$ cat config.mk
export PLATFORM = sky130hd
export DESIGN_NAME = ccpe_coef_stage
export DESIGN_NICKNAME = d
export VERILOG_FILES = /design/src/ccpe_pkg.sv /design/src/ccpe_coef_stage.sv
export SDC_FILE = /design/constraint.sdc
export NUM_CORES = 2
export LEC_CHECK = 0
export ABC_AREA = 1
export BUFFER_PORTS_ARGS = -buffer_cell sky130_fd_sc_hd__buf_2
export CAP_MARGIN = 10
export CORE_UTILIZATION = 61
export DETAILED_ROUTE_END_ITERATION = 12
export GPL_TIMING_DRIVEN = 0
export PLACE_DENSITY_LB_ADDON = 0.12
export SYNTH_ARGS = -nofsm -noshare
export SYNTH_HDL_FRONTEND = slang
export SYNTH_SLANG_ARGS = --single-unit
$ cat constraint.sdc
create_clock -name clk -period 4.47 [get_ports clk]
set_clock_uncertainty 0.05 [all_clocks]
set_input_delay 0.447 -clock clk [delete_from_list [all_inputs] [get_ports clk]]
set_output_delay 0.447 -clock clk [all_outputs]
set_load 0.01 [all_outputs]
$ cat src/ccpe_pkg.sv
// ----------------------------------------------------------------------------
// ccpe_pkg
// Shared constants and types of the cubic curve point evaluator.
// ----------------------------------------------------------------------------
package ccpe_pkg;

  // default geometry of the ports
  localparam int COORD_WIDTH_DEF     = 16;
  localparam int PARAM_FRAC_BITS_DEF = 16;

  // extra fraction bits kept in the horner accumulator
  localparam int GUARD_BITS = 8;

  // load enables of the two register stages of one horner step
  typedef struct packed {
    logic mul_en;
    logic add_en;
  } step_ctrl_t;

endpackage

$ cat src/ccpe_coef_stage.sv
// ----------------------------------------------------------------------------
// ccpe_coef_stage
// First pipeline stage: clamps the curve parameter and forms the power-form
// coefficients of all three components for either curve kind.
// ----------------------------------------------------------------------------
module ccpe_coef_stage
  import ccpe_pkg::*;
#(
  parameter int COORD_WIDTH     = COORD_WIDTH_DEF,
  parameter int PARAM_FRAC_BITS = PARAM_FRAC_BITS_DEF
) (
  input  logic                                       clk,
  input  logic                                       en,
  input  logic                                       mode,
  input  logic [3*COORD_WIDTH-1:0]                   point_zero,
  input  logic [3*COORD_WIDTH-1:0]                   point_one,
  input  logic [3*COORD_WIDTH-1:0]                   point_two,
  input  logic [3*COORD_WIDTH-1:0]                   point_three,
  input  logic [PARAM_FRAC_BITS:0]                   param_t,
  output logic                                       mode_q,
  output logic [PARAM_FRAC_BITS:0]                   t_q,
  output logic signed [COORD_WIDTH+3:0]              coef_q [3][3],
  output logic signed [COORD_WIDTH+GUARD_BITS+5:0]   acc_q [3]
);

  localparam int W  = COORD_WIDTH;
  localparam int CW = COORD_WIDTH + 4;
  localparam int AW = COORD_WIDTH + GUARD_BITS + 6;
  localparam int TW = PARAM_FRAC_BITS + 1;
  localparam logic [TW-1:0] T_ONE = TW'(1) << PARAM_FRAC_BITS;

  logic signed [CW-1:0] p0 [3];
  logic signed [CW-1:0] p1 [3];
  logic signed [CW-1:0] p2 [3];
  logic signed [CW-1:0] p3 [3];
  logic signed [CW-1:0] c0_next [3];
  logic signed [CW-1:0] c1_next [3];
  logic signed [CW-1:0] c2_next [3];
  logic signed [CW-1:0] c3_next [3];

  always_comb begin
    for (int l = 0; l < 3; l++) begin
      p0[l] = CW'($signed(point_zero[l*W +: W]));
      p1[l] = CW'($signed(point_one[l*W +: W]));
      p2[l] = CW'($signed(point_two[l*W +: W]));
      p3[l] = CW'($signed(point_three[l*W +: W]));
      c3_next[l] = p3[l] - p0[l] + (p1[l] <<< 1) + p1[l] - (p2[l] <<< 1) - p2[l];
      if (mode) begin
        // bezier
        c0_next[l] = p0[l];
        c1_next[l] = (p1[l] <<< 1) + p1[l] - (p0[l] <<< 1) - p0[l];
        c2_next[l] = (p0[l] <<< 1) + p0[l] - (p1[l] <<< 2) - (p1[l] <<< 1)
                     + (p2[l] <<< 1) + p2[l];
      end else begin
        // catmull-rom, doubled; halved at the end
        c0_next[l] = p1[l] <<< 1;
        c1_next[l] = p2[l] - p0[l];
        c2_next[l] = (p0[l] <<< 1) - (p1[l] <<< 2) - p1[l] + (p2[l] <<< 2) - p3[l];
      end
    end
  end

  always_ff @(posedge clk) begin
    if (en) begin
      mode_q <= mode;
      t_q    <= (param_t > T_ONE) ? T_ONE : param_t;
      for (int l = 0; l < 3; l++) begin
        coef_q[l][0] <= c0_next[l];
        coef_q[l][1] <= c1_next[l];
        coef_q[l][2] <= c2_next[l];
        acc_q[l]     <= (AW'(c3_next[l])) <<< GUARD_BITS;
      end
    end
  end

endmodule

# After elaboration in Yosys (flattened, before gate mapping)
# Cells that the tools add are included.
# word_totals
mem_count	0
mem_bits_rw	0
word_cells	81
romBits	0
reg_bits	258
latchBits	0
# op_classes
order_cmp	1
div	0
n_eq_ne	0
mux	9
addsub	54
mul	0
shift	0
reduce_logical	0
n_bitwise	0
# op_table
op	count
2-to-1 mux 20 bit	9
subtractor 19 x 16 -> 20 bit	6
subtractor 19 x 17 -> 20 bit	6
subtractor 20 x 16 -> 20 bit	6
adder 17 x 16 -> 18 bit	6
subtractor 16 x 16 -> 17 bit	6
adder 20 x 16 -> 20 bit	3
adder 20 x 17 -> 20 bit	3
adder 20 x 18 -> 20 bit	3
adder 18 x 16 -> 19 bit	3
subtractor 17 x 18 -> 19 bit	3
subtractor 18 x 17 -> 19 bit	3
subtractor 18 x 18 -> 19 bit	3
adder 17 x 17 -> 18 bit	3
> comparator 17 bit (second input constant)	1

# Depth between registers and ports, before layout
# depth
depth_word	6
depth_mapped	19
depth_no_buf	19

# Worst setup path after synthesis
# Ideal clock, no wire load.
# synth_timing
path_kind	in2reg
from	input point_one[19]
to	register acc_q[54] (netlist bit) (data pin)
slack_ns	0.869
required_time_ns	4.168
arrival_time_ns	3.299
stages	15
cell_sequence	inv_1 -> fa_1 -> inv_1 -> fa_1 -> inv_1 -> fa_1 -> inv_1 -> ha_1 -> a21oi_1 -> nand2_1 -> a21oi_1 -> or2_1 -> nand2_1 -> nand2_1 -> nand2_1
# synth_rtl
element	line_no	source
from (decl)	ccpe_coef_stage.sv:16	input logic [3*COORD_WIDTH-1:0] point_one,
to (signal, indexed assignment)	ccpe_coef_stage.sv:71	acc_q[l] <= (AW'(c3_next[l])) <<< GUARD_BITS;
to (decl)	ccpe_coef_stage.sv:23	output logic signed [COORD_WIDTH+GUARD_BITS+5:0] acc_q [3]

==> impl_metrics.json <==
{
  "avgSynthCellArea_um2": 8.01,
  "core_um2": 64200,
  "grt_antenna_before_repair": 3,
  "gr-total-overflow": 0,
  "p_leak_nw": 23.8,
  "wire_per_inst_um": 19.7,
  "fin_crit_sh": 0.883,
  "via_per_inst": 5.47,
  "rsz0062_at_grt": "no",
  "grt_pass1_vias": 33500,
  "via_count": 34700,
  "end_kind": "register",
  "synth_commonest_cells": "inv_1, nand2_1, fa_1",
  "path_common_cell": "nand2_1",
  "finalWorstSetupSlack_ps": 525,
  "grt_max_degree": 123,
  "die-area_um2": 65900,
  "synth_top_area_share": 0.290,
  "drv_slew": 0,
  "cp_cell_sequence": "buf_2 > inv_1 > fa_1 > fa_1 > inv_1 > fa_1 > inv_1 > ha_1 > nand2_1 > nor2_1 > nand3_1 > nand3_1 > nand2_1 > nand2_1 > nand2_1 > nand3_1 > nand2_1",
  "holdCritPathClass": "primary input to register",
  "dr.pass1.iters": 7,
  "cts_sinks": 249,
  "h-tree-depth": 1,
  "initial_core_util": 0.616,
  "ioPinCount": 500,
  "worstSetupPathType": "primary input to register",
  "yosysSeqAreaShare": 0.189,
  "max_stage_delay_ps": 530,
  "fp.dieH_um": 257,
  "clockBufferDepth": 3,
  "routed_wl_um": 125000,
  "max_freq_mhz": 253,
  "synth_cells": 4938,
  "synth_area_leader_cell": "fa_1",
  "critPathRequiredTime_ps": 4800,
  "ys_ff_latch": 249,
  "hold_viol": 0,
  "max-vdd-ir-drop_v": 0.000548,
  "fin_nets": 6583,
  "synthFlopType": "edfxtp_1",
  "path_buf_inv": 4,
  "track_usage": 0.383,
  "synth_cell_types": 39,
  "place_hpwl_um": 106000,
  "path_delay_family": "adder cells",
  "syn_area_um2": 39600,
  "chipWidth_um": 257,
  "portBuffers": 475,
  "area_growth_pct": 11.6,
  "max_slew_margin": 0.185,
  "synthArstFlopShare": 0,
  "post-place-ws_ps": 29.0,
  "cts_tree": "done",
  "worst_pin_slew_ps": 1220,
  "clk_pin_slew_ps": 70,
  "synth-edff-count": 249,
  "cp_max_fo": 7,
  "cp.arrival_ps": 4280,
  "ys_warn_count": 0,
  "cts_made_buffers": 30,
  "hold_slack_ps": 50.4,
  "routabilityCongestion": 1.00,
  "outcome": "finished, final reports clean",
  "cts_root_buf": "clkbuf_16",
  "period_minus_slack_ps": 3950,
  "grt_pass1_wl_um": 192000,
  "drt-initial-drc-count": 3480,
  "synth_most_common_cell": "inv_1",
  "postLayoutCoreUtil": 0.687,
  "rows": 93,
  "ant_nets": 0,
  "drive_gt1_frac": 0.115,
  "synthTopCellsByArea": "fa_1, edfxtp_1, inv_1",
  "drc": 0,
  "power_density_nw_per_um2": 563,
  "slowest_stage": "fa_1",
  "report.final.setup_viol": 0,
  "critPathLaunchType": "primary input",
  "cap_violations": 0,
  "ctsResizeCount": 0
}
## registers in the layout (all words and copies together), names as in the netlist
signal,cells
t_q,17
acc_q,60
mode_q,1
coef_q,171
## path summary, 6_finish.rpt
kind / start / to / slack, ps / cells past startpoint
worst max-delay path: point_one[42] / coef_q[15] / 520 / 17
worst min-delay path: param_t[16] / t_q[16] / 50 / 2
## area by class of cell
class                   count  area, µm²
multi-input cells        3426      27200
fillers                  5384      20100
flip-flops and latches    249       7480
inverters                1210       4540
repair buffers            478       2450
well taps                 855       1070
clock buffers              37        777
plain buffers              76        474
clock inverters            18        194
diodes                      1       2.50
## timing repair
item                      4_1_cts  5_1_grt
hold endpoints to repair        1        0
setup buffers                   0        0
hold buffers                    1        0
## layout by cell type (no fill, tap or decap), drive strengths merged, types with 2 or more instances in the layout
cell type,n
inv,1212
nand2,1169
fa,573
buf,542
ha,327
a21oi,287
nand3,286
nor2,261
edfxtp,249
o21ai,229
xor2,74
nand3b,61
clkbuf,48
nor3,39
conb,24
and2,18
o21bai,15
nand4,13
nor4,13
xnor2,12
clkinv,10
a21o,9
o21a,4
a31oi,4
mux2i,3
bufinv,3
clkinvlp,3
or2,2
## cell families after synthesis
family / Yosys count / synth area share
multiplexers: 3 / 0.000759
adder cells (fa/ha/maj): 900 / 0.393
XOR/XNOR: 86 / 0.0190
buffers and inverters: 1286 / 0.127
AO/OA/AOI/OAI: 551 / 0.0729
AND/OR/NAND/NOR: 1862 / 0.198
other: 1 / 0.0000948
flip-flops: 249 / 0.189
## where the power goes
part	total, W	internal [W]	switching [W]
registers	0.00401	0.00379	0.000213
clock network	0.00251	0.00141	0.00110
logic	0.0183	0.00624	0.0121
total	0.0248	0.0114	0.0134
## per-stage QoR
step / instance area, µm² / cells / total power, W / TNS [ps]
final: 44100 / 6350 / 0.0248 / 0
after global routing: 44100 / 6350 / 0.0270 / 0
after CTS: 44100 / 6349 / 0.0244 / 0
after detailed placement: 43200 / 6293 / 0.0218 / 0
after global placement: 43100 / 6291 / 0.0215 / -129070
after floorplan: 39700 / 4961 / 0.0162 / 0
## metal layers
metal	track usage	wire length [µm]	vias to the layer above
met5	0	0	-
met4	0.173	6270	0
met3	0.0558	11400	288
met2	0.611	57100	1745
met1	0.519	50200	16500
li1	-	-	16300
No activity file was read; power rests on OpenSTA's default activity.
