==> config.mk <==
export PLATFORM = sky130hd
export DESIGN_NAME = ccpe_horner_step
export DESIGN_NICKNAME = d
export VERILOG_FILES = /design/src/ccpe_pkg.sv /design/src/ccpe_horner_step.sv
export SDC_FILE = /design/constraint.sdc
export NUM_CORES = 1
export LEC_CHECK = 0
export BUFFER_PORTS_ARGS = -buffer_cell sky130_fd_sc_hd__buf_4
export CAP_MARGIN = 25
export CELL_PAD_IN_SITES_DETAIL_PLACEMENT = 1
export CELL_PAD_IN_SITES_GLOBAL_PLACEMENT = 1
export CORE_UTILIZATION = 51
export CTS_CLUSTER_SIZE = 24
export DETAILED_ROUTE_END_ITERATION = 6
export HOLD_SLACK_MARGIN = 0.12
export PLACE_DENSITY_LB_ADDON = 0.12
export REMOVE_ABC_BUFFERS = 1
export SYNTH_ARGS = -nofsm -noshare
export SYNTH_HDL_FRONTEND = slang
export SYNTH_SLANG_ARGS = --single-unit
==> constraint.sdc <==
create_clock -name clk -period 8.2 [get_ports clk]
set_clock_uncertainty 0.2 [all_clocks]
set_input_delay 0.82 -clock clk [delete_from_list [all_inputs] [get_ports clk]]
set_output_delay 0.82 -clock clk [all_outputs]
set_load 0.005 [all_outputs]
==> src/ccpe_pkg.sv <==
// ----------------------------------------------------------------------------
// ccpe_pkg
// Shared constants and types of the cubic curve point evaluator.
// ----------------------------------------------------------------------------
package ccpe_pkg;

  // default geometry of the ports
  localparam int COORD_WIDTH_DEF     = 16;
  localparam int PARAM_FRAC_BITS_DEF = 16;

  // extra fraction bits kept in the horner accumulator
  localparam int GUARD_BITS = 8;

  // load enables of the two register stages of one horner step
  typedef struct packed {
    logic mul_en;
    logic add_en;
  } step_ctrl_t;

endpackage

==> src/ccpe_horner_step.sv <==
// ----------------------------------------------------------------------------
// ccpe_horner_step
// One horner step of one component: a multiply stage (acc * t) followed by
// a stage that rounds the product back to accumulator scale and adds the
// next coefficient.
// ----------------------------------------------------------------------------
module ccpe_horner_step
  import ccpe_pkg::*;
#(
  parameter int COORD_WIDTH     = COORD_WIDTH_DEF,
  parameter int PARAM_FRAC_BITS = PARAM_FRAC_BITS_DEF
) (
  input  logic                                      clk,
  input  step_ctrl_t                                ctrl,
  input  logic signed [COORD_WIDTH+GUARD_BITS+5:0]  acc_in,
  input  logic [PARAM_FRAC_BITS:0]                  t_in,
  input  logic signed [COORD_WIDTH+3:0]             c_in,
  output logic signed [COORD_WIDTH+GUARD_BITS+5:0]  acc_out
);

  localparam int CW = COORD_WIDTH + 4;
  localparam int AW = COORD_WIDTH + GUARD_BITS + 6;
  localparam int TW = PARAM_FRAC_BITS + 1;
  localparam int PW = AW + TW + 1;
  localparam logic signed [PW-1:0] HALF = PW'(1) <<< (PARAM_FRAC_BITS - 1);

  logic signed [TW:0]    t_s;
  logic signed [PW-1:0]  prod;
  logic signed [PW-1:0]  prod_rnd;
  logic signed [AW-1:0]  c_shift;

  assign t_s      = $signed({1'b0, t_in});
  // round half up, then drop the parameter fraction bits
  assign prod_rnd = (prod + HALF) >>> PARAM_FRAC_BITS;
  assign c_shift  = (AW'(c_in)) <<< GUARD_BITS;

  always_ff @(posedge clk) begin
    if (ctrl.mul_en) begin
      prod <= acc_in * t_s;
    end
    if (ctrl.add_en) begin
      acc_out <= $signed(prod_rnd[AW-1:0]) + c_shift;
    end
  end

endmodule

; Word level (Yosys, flattened, before mapping)
; Cells that the tools add are included.
[op_classes]
n_addsub = 2
multipliers = 1
n_div = 0
magnitude_cmp = 0
n_eq_ne = 0
shift = 0
mux = 0
bitwise_logic = 0
reduce_logical = 0
[op_table]
columns = operator, n
row1 = "adder 46 x 17 -> 46 bit, second input constant", 1
row2 = multiplier 30 x 18 -> 46 bit, 1
row3 = adder 30 x 28 -> 30 bit, 1
[word_totals]
regBits = 76
latch_bits = 0
ramBits = 0
romBits = 0
out_inout_bits = 30
wordCells = 5
memories = 0

; Logic depth before layout (Yosys ltp)
; Gate-level depths: netlist of run 1.
[depth]
word_depth = 2
mapped_depth = 23
ltp_nobuf = 22

; Least setup slack after synthesis of run 1
; Ideal clock, no wire load.
[synth_timing]
kind = input -> register
startpoint = input port acc_in[20]
endpoint = register prod[45] (data pin)
setup_ps = 262
t_arrival_ps = 6340
path_slack_ps = 1398
stages = 22
n_path_buf = 1
cell_sequence = clkbuf_1 -> and2_1 -> fa_1 -> inv_1 -> fa_1 -> fa_1 -> inv_1 -> fa_1 -> fa_1 -> inv_1 -> fa_1 -> inv_1 -> ha_1 -> a21o_1 -> a21o_1 -> a221o_1 -> a21oi_2 -> o211ai_2 -> a31o_2 -> and4_4 -> a2111oi_4 -> xnor2_1
[synth_via]
elab_chain_len = 1
[synth_lines]
columns = element, line_no
row1 = "start, declared", ccpe_horner_step.sv:15  ; input logic signed [COORD_WIDTH+GUARD_BITS+5:0] acc_in,
row2 = multiplier 30 x 18 -> 46 bit, ccpe_horner_step.sv:39  ; prod <= acc_in * t_s;
row3 = "end signal, assigned", ccpe_horner_step.sv:39
row4 = "end, declared", ccpe_horner_step.sv:28  ; logic signed [PW-1:0] prod;
; No other way between the ends.
; A chain may end at the register's enable or synchronous reset.

; Worst setup path in the final report of run 1
[layout_timing]
startpoint = input port t_in[9]
endpoint = register prod[36] (data pin)
[layout_via]
elab_chain_len = 1
[layout_lines]
columns = element, line_no
row1 = "start, declared", ccpe_horner_step.sv:16  ; input logic [PARAM_FRAC_BITS:0] t_in,
row2 = multiplier 30 x 18 -> 46 bit, ccpe_horner_step.sv:39
; No other way between the ends.

==> results.yml, run 1 <==
drt:
  drtPass1Iterations: 5
  detail-route-antenna-nets: 0
  avgViaCountPerCell: 5.39
  totalWireLength_um: 57100
  wire_per_inst_um: 21.3
  route.detailed.drc: 0
  first_iter_violations: 614
  vias: 14400
floorplan:
  die-area_um2: 40400
  core-area_um2: 38800
  die_w_um: 201
  rows: 72
  die_h_um: 201
  start_util_pct: 52.0
  pin_count: 100
timing:
  rsz0062_at_grt: "no"
  tightest_slew_ps: 575
  tns_ps: 0
  fmax_mhz: 142
  min_period_over_period_pct: 86.0
  maxSlewViolCount: 0
  min_period_ps: 7050
  finalSetupViolCount: 0
  hold_viol_final: 0
  slew_headroom_pct: 61.6
setup_path:
  crit_path_max_fanout: 30
  r2r_cells: 17
  worstSetupPathType: "primary input to register"
  worstSetupEndpointType: "register"
  cp.arrival_ps: 6920
  start_kind: "primary input"
  worstPathRequired_ps: 8070
logic_synthesis:
  yosys.area_share.simple_pct: 16.2
  synth-compound-area-share_pct: 4.20
  yosys_warnings: 0
  synth_edf_count: 61
  synth_cells: 2126
  synth_top_family_by_area: "adder cells"
  synth.distinct_cells: 51
  synthMuxAreaShare_pct: 0
  synth_fa_ha_area_share_pct: 55.3
  synth_ff_type: "edfxtp_1"
  synthArstFlopShare_pct: 0
  seq_area_frac_synth_pct: 9.08
  synth-xor-area-share_pct: 3.91
  avgSynthCellArea_um2: 9.49
  ys_seq_elements: 61
  synth_area_um2: 20200
place:
  portBuffers: 99
  place_hpwl_um: 46600
  gp_congestion: 0.882
cts:
  post_cts_resized: 0
  ctsHoldBuffers: 0
  clk_path_buf_depth: 2
  htreeDepth: 3
  root_buffer: "clkbuf_16"
  path_clk_slew_ps: 60
  cts_setup_buffers: 0
  insertion_delay_ps: 330
  cts.sinks: 61
  cts_tree: "built"
  cts_buffers: 9
global_route:
  grt_usage_pct: 30.0
  antenna_found_initial: 0
  grt_pass1_vias: 17300
  grt_pass1_wl_um: 93200
  grt_max_degree: 32
  grt-ovfl-total: 0
cells_and_area:
  n_fill_cell: 4443
  mostFrequentLayoutCells: "inv_1 (523), fa_1 (478), and2_1 (288), nand2_1 (252), ha_1 (128)"
  n_antenna_cell: 0
  drive_gt1_share_pct: 5.93
  area_growth_pct: 6.81
  layout.nets: 2830
  final_common_cell: "inv_1"
worst_hold_path:
  min_path_type: "register to register"
  hold_depth: 1
outcome:
  status: "finished, final reports clean"
job:
  cap_viol_max_count: 0
[cells by family after synthesis]
kind of cell	after synthesis
and+or+nand+nor	641
adders and majority gates	606
buffers and inverters	605
AOI/OAI and AO/OA	123
xor gates and xnor gates	90
DFF	61
[sequential cells by signal (all words and copies together) (netlist names)]
| signal | cells |
|---|---|
| acc_out | 30 |
| prod | 31 |
[cells in the mapped netlist (10+ instances only)]
cell	n	area [µm²]
inv_1	523	1960
fa_1	478	9570
and2_1	288	1800
nand2_1	252	946
ha_1	128	1600
clkbuf_1	82	308
xnor2_1	67	587
edfxtp_1	61	1830
a21oi_1	39	195
nor2_1	39	146
a21o_1	28	210
xor2_1	23	201
nand3_1	14	70.1
o21ai_0	14	70.1
and3_1	10	62.6
nand4_1	10	62.6
[per-stage QoR]
step           hold WS, ps  util [%]  setup slack [ps]  std cells  cell area, µm²
2_1_floorplan          354         -              1590       2044           19900
3_3_place_gp           392      54.8              1000       2661           21300
3_5_place_dp           415      54.8               860       2661           21300
4_1_cts                428      55.5              1200       2677           21600
5_1_grt                452      55.5               849       2677           21600
6_report               428      55.5              1150       2677           21600
[layer usage]
layer | global-route usage, % | share of wire, %
met3 | 1.83 | 2.4
met2 | 56.7 | 53
met4 | 11.6 | 4.2
met1 | 35.4 | 40
met5 | 0 | 0
[worst max-delay path, cell delays in order]
cell and delay [ps]:
buf_4 400, nand2_1 180, fa_1 570, inv_1 70
fa_1 440, inv_1 90, fa_1 410, inv_1 140
fa_1 470, fa_1 540, fa_1 450, ha_1 370
a21o_1 250, nor4_1 280, and3_1 350, o211ai_2 140
a311oi_2 410, nor2b_1 160, o41ai_2 250, xnor2_1 110
[cell type report]
cell class	instances	area, µm²	share of cell area [%]
clock inverters	7	66.3	0.308
flip-flops and latches	61	1830	8.50
repair buffers	99	743	3.45
multi-input cells	1460	16100	74.6
well taps	518	648	3.01
inverters	523	1960	9.11
clock buffers	9	225	1.04
[worst paths after layout]
kind	from	to	slack, ps
hold reg to reg	prod[15]	acc_out[0]	430
hold / removal	prod[15]	acc_out[0]	430
setup reg to reg	prod[16]	acc_out[29]	3810
setup / recovery	t_in[9]	prod[36]	1150
Power of run 1 is left out: the tool's default activity adds up to more than one toggle a clock period on the data nets, which glitch-free logic cannot reach.
==> run 2, diff against run 1 <==
PLACE_DENSITY_LB_ADDON = 0.1   (was 0.12)
RECOVER_POWER = 50   (was default)
==> results.yml, run 2 (synthesis results as in run 1) <==
floorplan:
  start_util_pct: 52.0
  core-area_um2: 38800
  rows: 72
  die_w_um: 201
  die_h_um: 201
  pin_count: 100
  die-area_um2: 40400
cells_and_area:
  mostFrequentLayoutCells: "inv_1 (523), fa_1 (478), and2_1 (288), nand2_1 (252), ha_1 (128)"
  drive_gt1_share_pct: 5.74
  final_cell_area_um2: 21600
  regMostFlops: "prod"
  biggestRegsByFlops: "prod x31, acc_out x30"
  layout.nets: 2830
  area_growth_pct: 6.99
  largest_reg_flops: 31
  n_fill_cell: 4403
  finalNonFillerCells: 2678
  final_common_cell: "inv_1"
place:
  gp_congestion: 0.932
  placed_cell_area_um2: 21300
  place_inst: 2661
  portBuffers: 99
  place_hpwl_um: 44700
drt:
  avgViaCountPerCell: 5.32
  first_iter_violations: 593
  wire_per_inst_um: 20.6
  vias: 14200
  detail-route-antenna-nets: 0
  drtPass1Iterations: 5
  totalWireLength_um: 55100
  route.detailed.drc: 0
setup_path:
  worstSetupEndpointType: "register"
  start_kind: "primary input"
  cp.arrival_ps: 6930
  worstSetupPathType: "primary input to register"
  worstPathRequired_ps: 8060
  crit_path_max_fanout: 30
timing:
  finalSetupViolCount: 0
  rsz0062_at_grt: "no"
  hold_viol_final: 0
  tns_ps: 0
  tightest_slew_ps: 2000
  maxSlewViolCount: 63
  min_period_over_period_pct: 86.2
  min_period_ps: 7070
  fmax_mhz: 141
  slew_headroom_pct: -33.2
global_route:
  grt-ovfl-total: 0
  grt_max_degree: 32
  antenna_found_initial: 0
  grt_usage_pct: 29.2
  grt_pass1_vias: 17100
  grt_pass1_wl_um: 90900
cts:
  path_clk_slew_ps: 50
  post_cts_resized: 0
  insertion_delay_ps: 320
  cts_buffers: 9
  cts_setup_buffers: 0
  clk_path_buf_depth: 2
  htreeDepth: 3
  cts_tree: "built"
  cts.sinks: 61
  ctsHoldBuffers: 0
  root_buffer: "clkbuf_16"
worst_hold_path:
  min_path_type: "register to register"
job:
  cap_viol_max_count: 2
outcome:
  status: "finished with violations"
  failed_checks: "capacitance limit, slew limit"
[run 2: cell types whose count changed in the layout (fill, tap and decap cells not counted)]
cell / previous run / this run
buf_4: 99 / 89
clkbuf_4: 0 / 8
clkbuf_1: 0 / 4
clkinvlp_4: 3 / 0
bufinv_16: 1 / 3
clkinv_2: 2 / 1
diode_2: 0 / 1
[run 2: layout make-up]
class / count / area, µm² / share of cell area [%]
antenna: 1 / 2.50 / 0.0116
clock buffer: 11 / 233 / 1.08
clock inverter: 5 / 98.8 / 0.458
timing repair buffer: 99 / 736 / 3.41
tap: 518 / 648 / 3.00
inverter: 523 / 1960 / 9.09
sequential: 61 / 1830 / 8.48
multi-input combinational: 1460 / 16100 / 74.5
[run 2: critical path: stages]
cell	delay, ps
buf_4	220
and2_1	250
fa_1	590
inv_1	80
fa_1	540
fa_1	560
inv_1	60
fa_1	490
fa_1	490
inv_1	50
fa_1	490
inv_1	50
ha_1	340
a22o_1	200
nor4_1	220
and3_1	340
o211ai_2	160
a311oi_2	390
nor2b_1	150
o41ai_2	280
xnor2_1	120
[run 2: metrics by stage]
step | util, % | hold slack [ps] | worst slack (ps)
6_report | 55.6 | 408 | 1130
3_5_place_dp | 54.8 | 390 | 844
5_1_grt | 55.6 | 430 | 888
3_3_place_gp | 54.8 | 389 | 985
2_1_floorplan | - | 354 | 1590
4_1_cts | 55.6 | 409 | 1180
[run 2: metal layers]
metal | share of wire (%) | vias up | track usage (%)
met3 | 3.5 | 111 | 2.79
met5 | 0 | - | 0
met1 | 41 | 7519 | 36.1
met4 | 3.5 | 0 | 9.95
li1 | - | 6274 | -
met2 | 52 | 335 | 53.2
[run 2: path summary, 6_finish.rpt]
path / start / end / slack (ps) / depth (start not counted)
max reg2reg: prod[15] / acc_out[29] / 3770 / 17
min reg2reg: prod[16] / acc_out[0] / 410 / 1
min: prod[16] / acc_out[0] / 410 / 1
max: t_in[3] / prod[36] / 1130 / 21
Power of run 2 is left out for the same reason.
==> run 3, diff against run 2 <==
RECOVER_POWER = 100   (was 50)
==> results.yml, run 3 (synthesis results as in run 1) <==
drt:
  drtPass1Iterations: 5
  wire_per_inst_um: 20.6
  first_iter_violations: 584
  avgViaCountPerCell: 5.31
  route.detailed.drc: 0
  detail-route-antenna-nets: 0
  vias: 14200
  totalWireLength_um: 55100
setup_path:
  critPathTopFamily: "adder cells"
  worstSetupEndpointType: "register"
  crit_path_max_incr_delay_ps: 700
  crit_slowest_cell: "clkbuf_2"
  crit_path_max_fanout: 30
  start_kind: "primary input"
  cp_common_cell: "fa_1"
  r2r_slack_ps: 3690
  critPathBufInv: 4
  worstPathRequired_ps: 8060
  cp.arrival_ps: 7270
  worstPathCellList: "clkbuf_2 > nand2_1 > fa_1 > inv_1 > fa_1 > fa_1 > fa_1 > fa_1 > inv_1 > fa_1 > inv_1 > ha_1 > a21o_1 > a21o_1 > a221o_1 > a21oi_2 > o211ai_1 > a311oi_2 > nor2b_1 > o41ai_2 > xnor2_1"
  worstSetupPathType: "primary input to register"
global_route:
  grt_max_degree: 32
  grt-ovfl-total: 0
  grt_pass1_wl_um: 90900
  grt_pass1_vias: 17100
  antenna_found_initial: 0
  grt_usage_pct: 29.2
cts:
  post_cts_resized: 0
  htreeDepth: 3
  cts_tree: "built"
  cts.sinks: 61
  root_buffer: "clkbuf_16"
  insertion_delay_ps: 320
  ctsHoldBuffers: 0
  path_clk_slew_ps: 50
  cts_buffers: 9
  clk_path_buf_depth: 2
  cts_setup_buffers: 0
cells_and_area:
  area_growth_pct: 6.89
  layout.nets: 2830
  drive_gt1_share_pct: 5.56
  biggestRegsByFlops: "prod x31, acc_out x30"
  largest_reg_flops: 31
  final_common_cell: "inv_1"
  mostFrequentLayoutCells: "inv_1 (523), fa_1 (478), and2_1 (283), nand2_1 (252), ha_1 (128)"
  finalNonFillerCells: 2678
  finish.utilization_pct: 55.6
  regMostFlops: "prod"
timing:
  tightest_slew_ps: 1970
  fmax_mhz: 135
  min_period_over_period_pct: 90.3
  rsz0062_at_grt: "no"
  min_period_ps: 7410
  finalSetupViolCount: 0
  hold_viol_final: 0
  slew_headroom_pct: -31.3
  maxSlewViolCount: 63
  whs_ps: 406
  tns_ps: 0
floorplan:
  rows: 72
  pin_count: 100
  die_h_um: 201
  core-area_um2: 38800
  start_util_pct: 52.0
  die-area_um2: 40400
  die_w_um: 201
place:
  place_hpwl_um: 44700
  place_inst: 2661
  portBuffers: 99
  gp_congestion: 0.932
outcome:
  failed_checks: "capacitance limit, slew limit"
  status: "finished with violations"
job:
  cap_viol_max_count: 2
worst_hold_path:
  min_path_type: "register to register"
## run 3: changes by cell type in the layout (fill, tap and decap cells not counted)
cell / change
o211ai_1: +1
clkbuf_1: +3
o211ai_2: -1
clkbuf_4: +19
and2_1: -5
and2_0: +5
buf_4: -23
clkbuf_2: +1
## run 3: final timing paths
path	startpoint	end	depth (start not counted)
worst max-delay path	t_in[10]	prod[36]	21
worst max register to register	prod[15]	acc_out[29]	17
worst min register to register	prod[16]	acc_out[0]	1
worst min-delay path	prod[16]	acc_out[0]	1
## run 3: final cells by class
class | instances | area [µm²]
timing repair buffer | 99 | 722
tap | 518 | 648
antenna | 1 | 2.50
inverter | 523 | 1960
clock buffer | 11 | 233
sequential | 61 | 1830
clock inverter | 5 | 98.8
multi-input combinational | 1460 | 16100
fill | 4405 | 17300
## run 3: routing by layer
| layer | vias up | track usage, % | part of all wire [%] |
|---|---|---|---|
| met2 | 313 | 53.2 | 52 |
| met3 | 109 | 2.79 | 3.5 |
| met1 | 7532 | 36.1 | 41 |
| met5 | - | 0 | 0 |
| li1 | 6273 | - | - |
| met4 | 0 | 9.95 | 3.4 |
## run 3: stage by stage
stage | area [µm²] | setup slack [ps]
floorplan | 19900 | 1590
global placement | 21300 | 985
detailed placement | 21300 | 844
CTS | 21600 | 1180
global route | 21600 | 464
finish | 21600 | 794
## run 3: worst register-to-register path: cells and delay by family, from the launching register on
family	cells	cell delay, ps
simple gates	8	1770
compound gates	5	1060
fa+ha+maj	2	520
flops	1	370
xor+xnor	2	320
Power of run 3 is left out for the same reason.
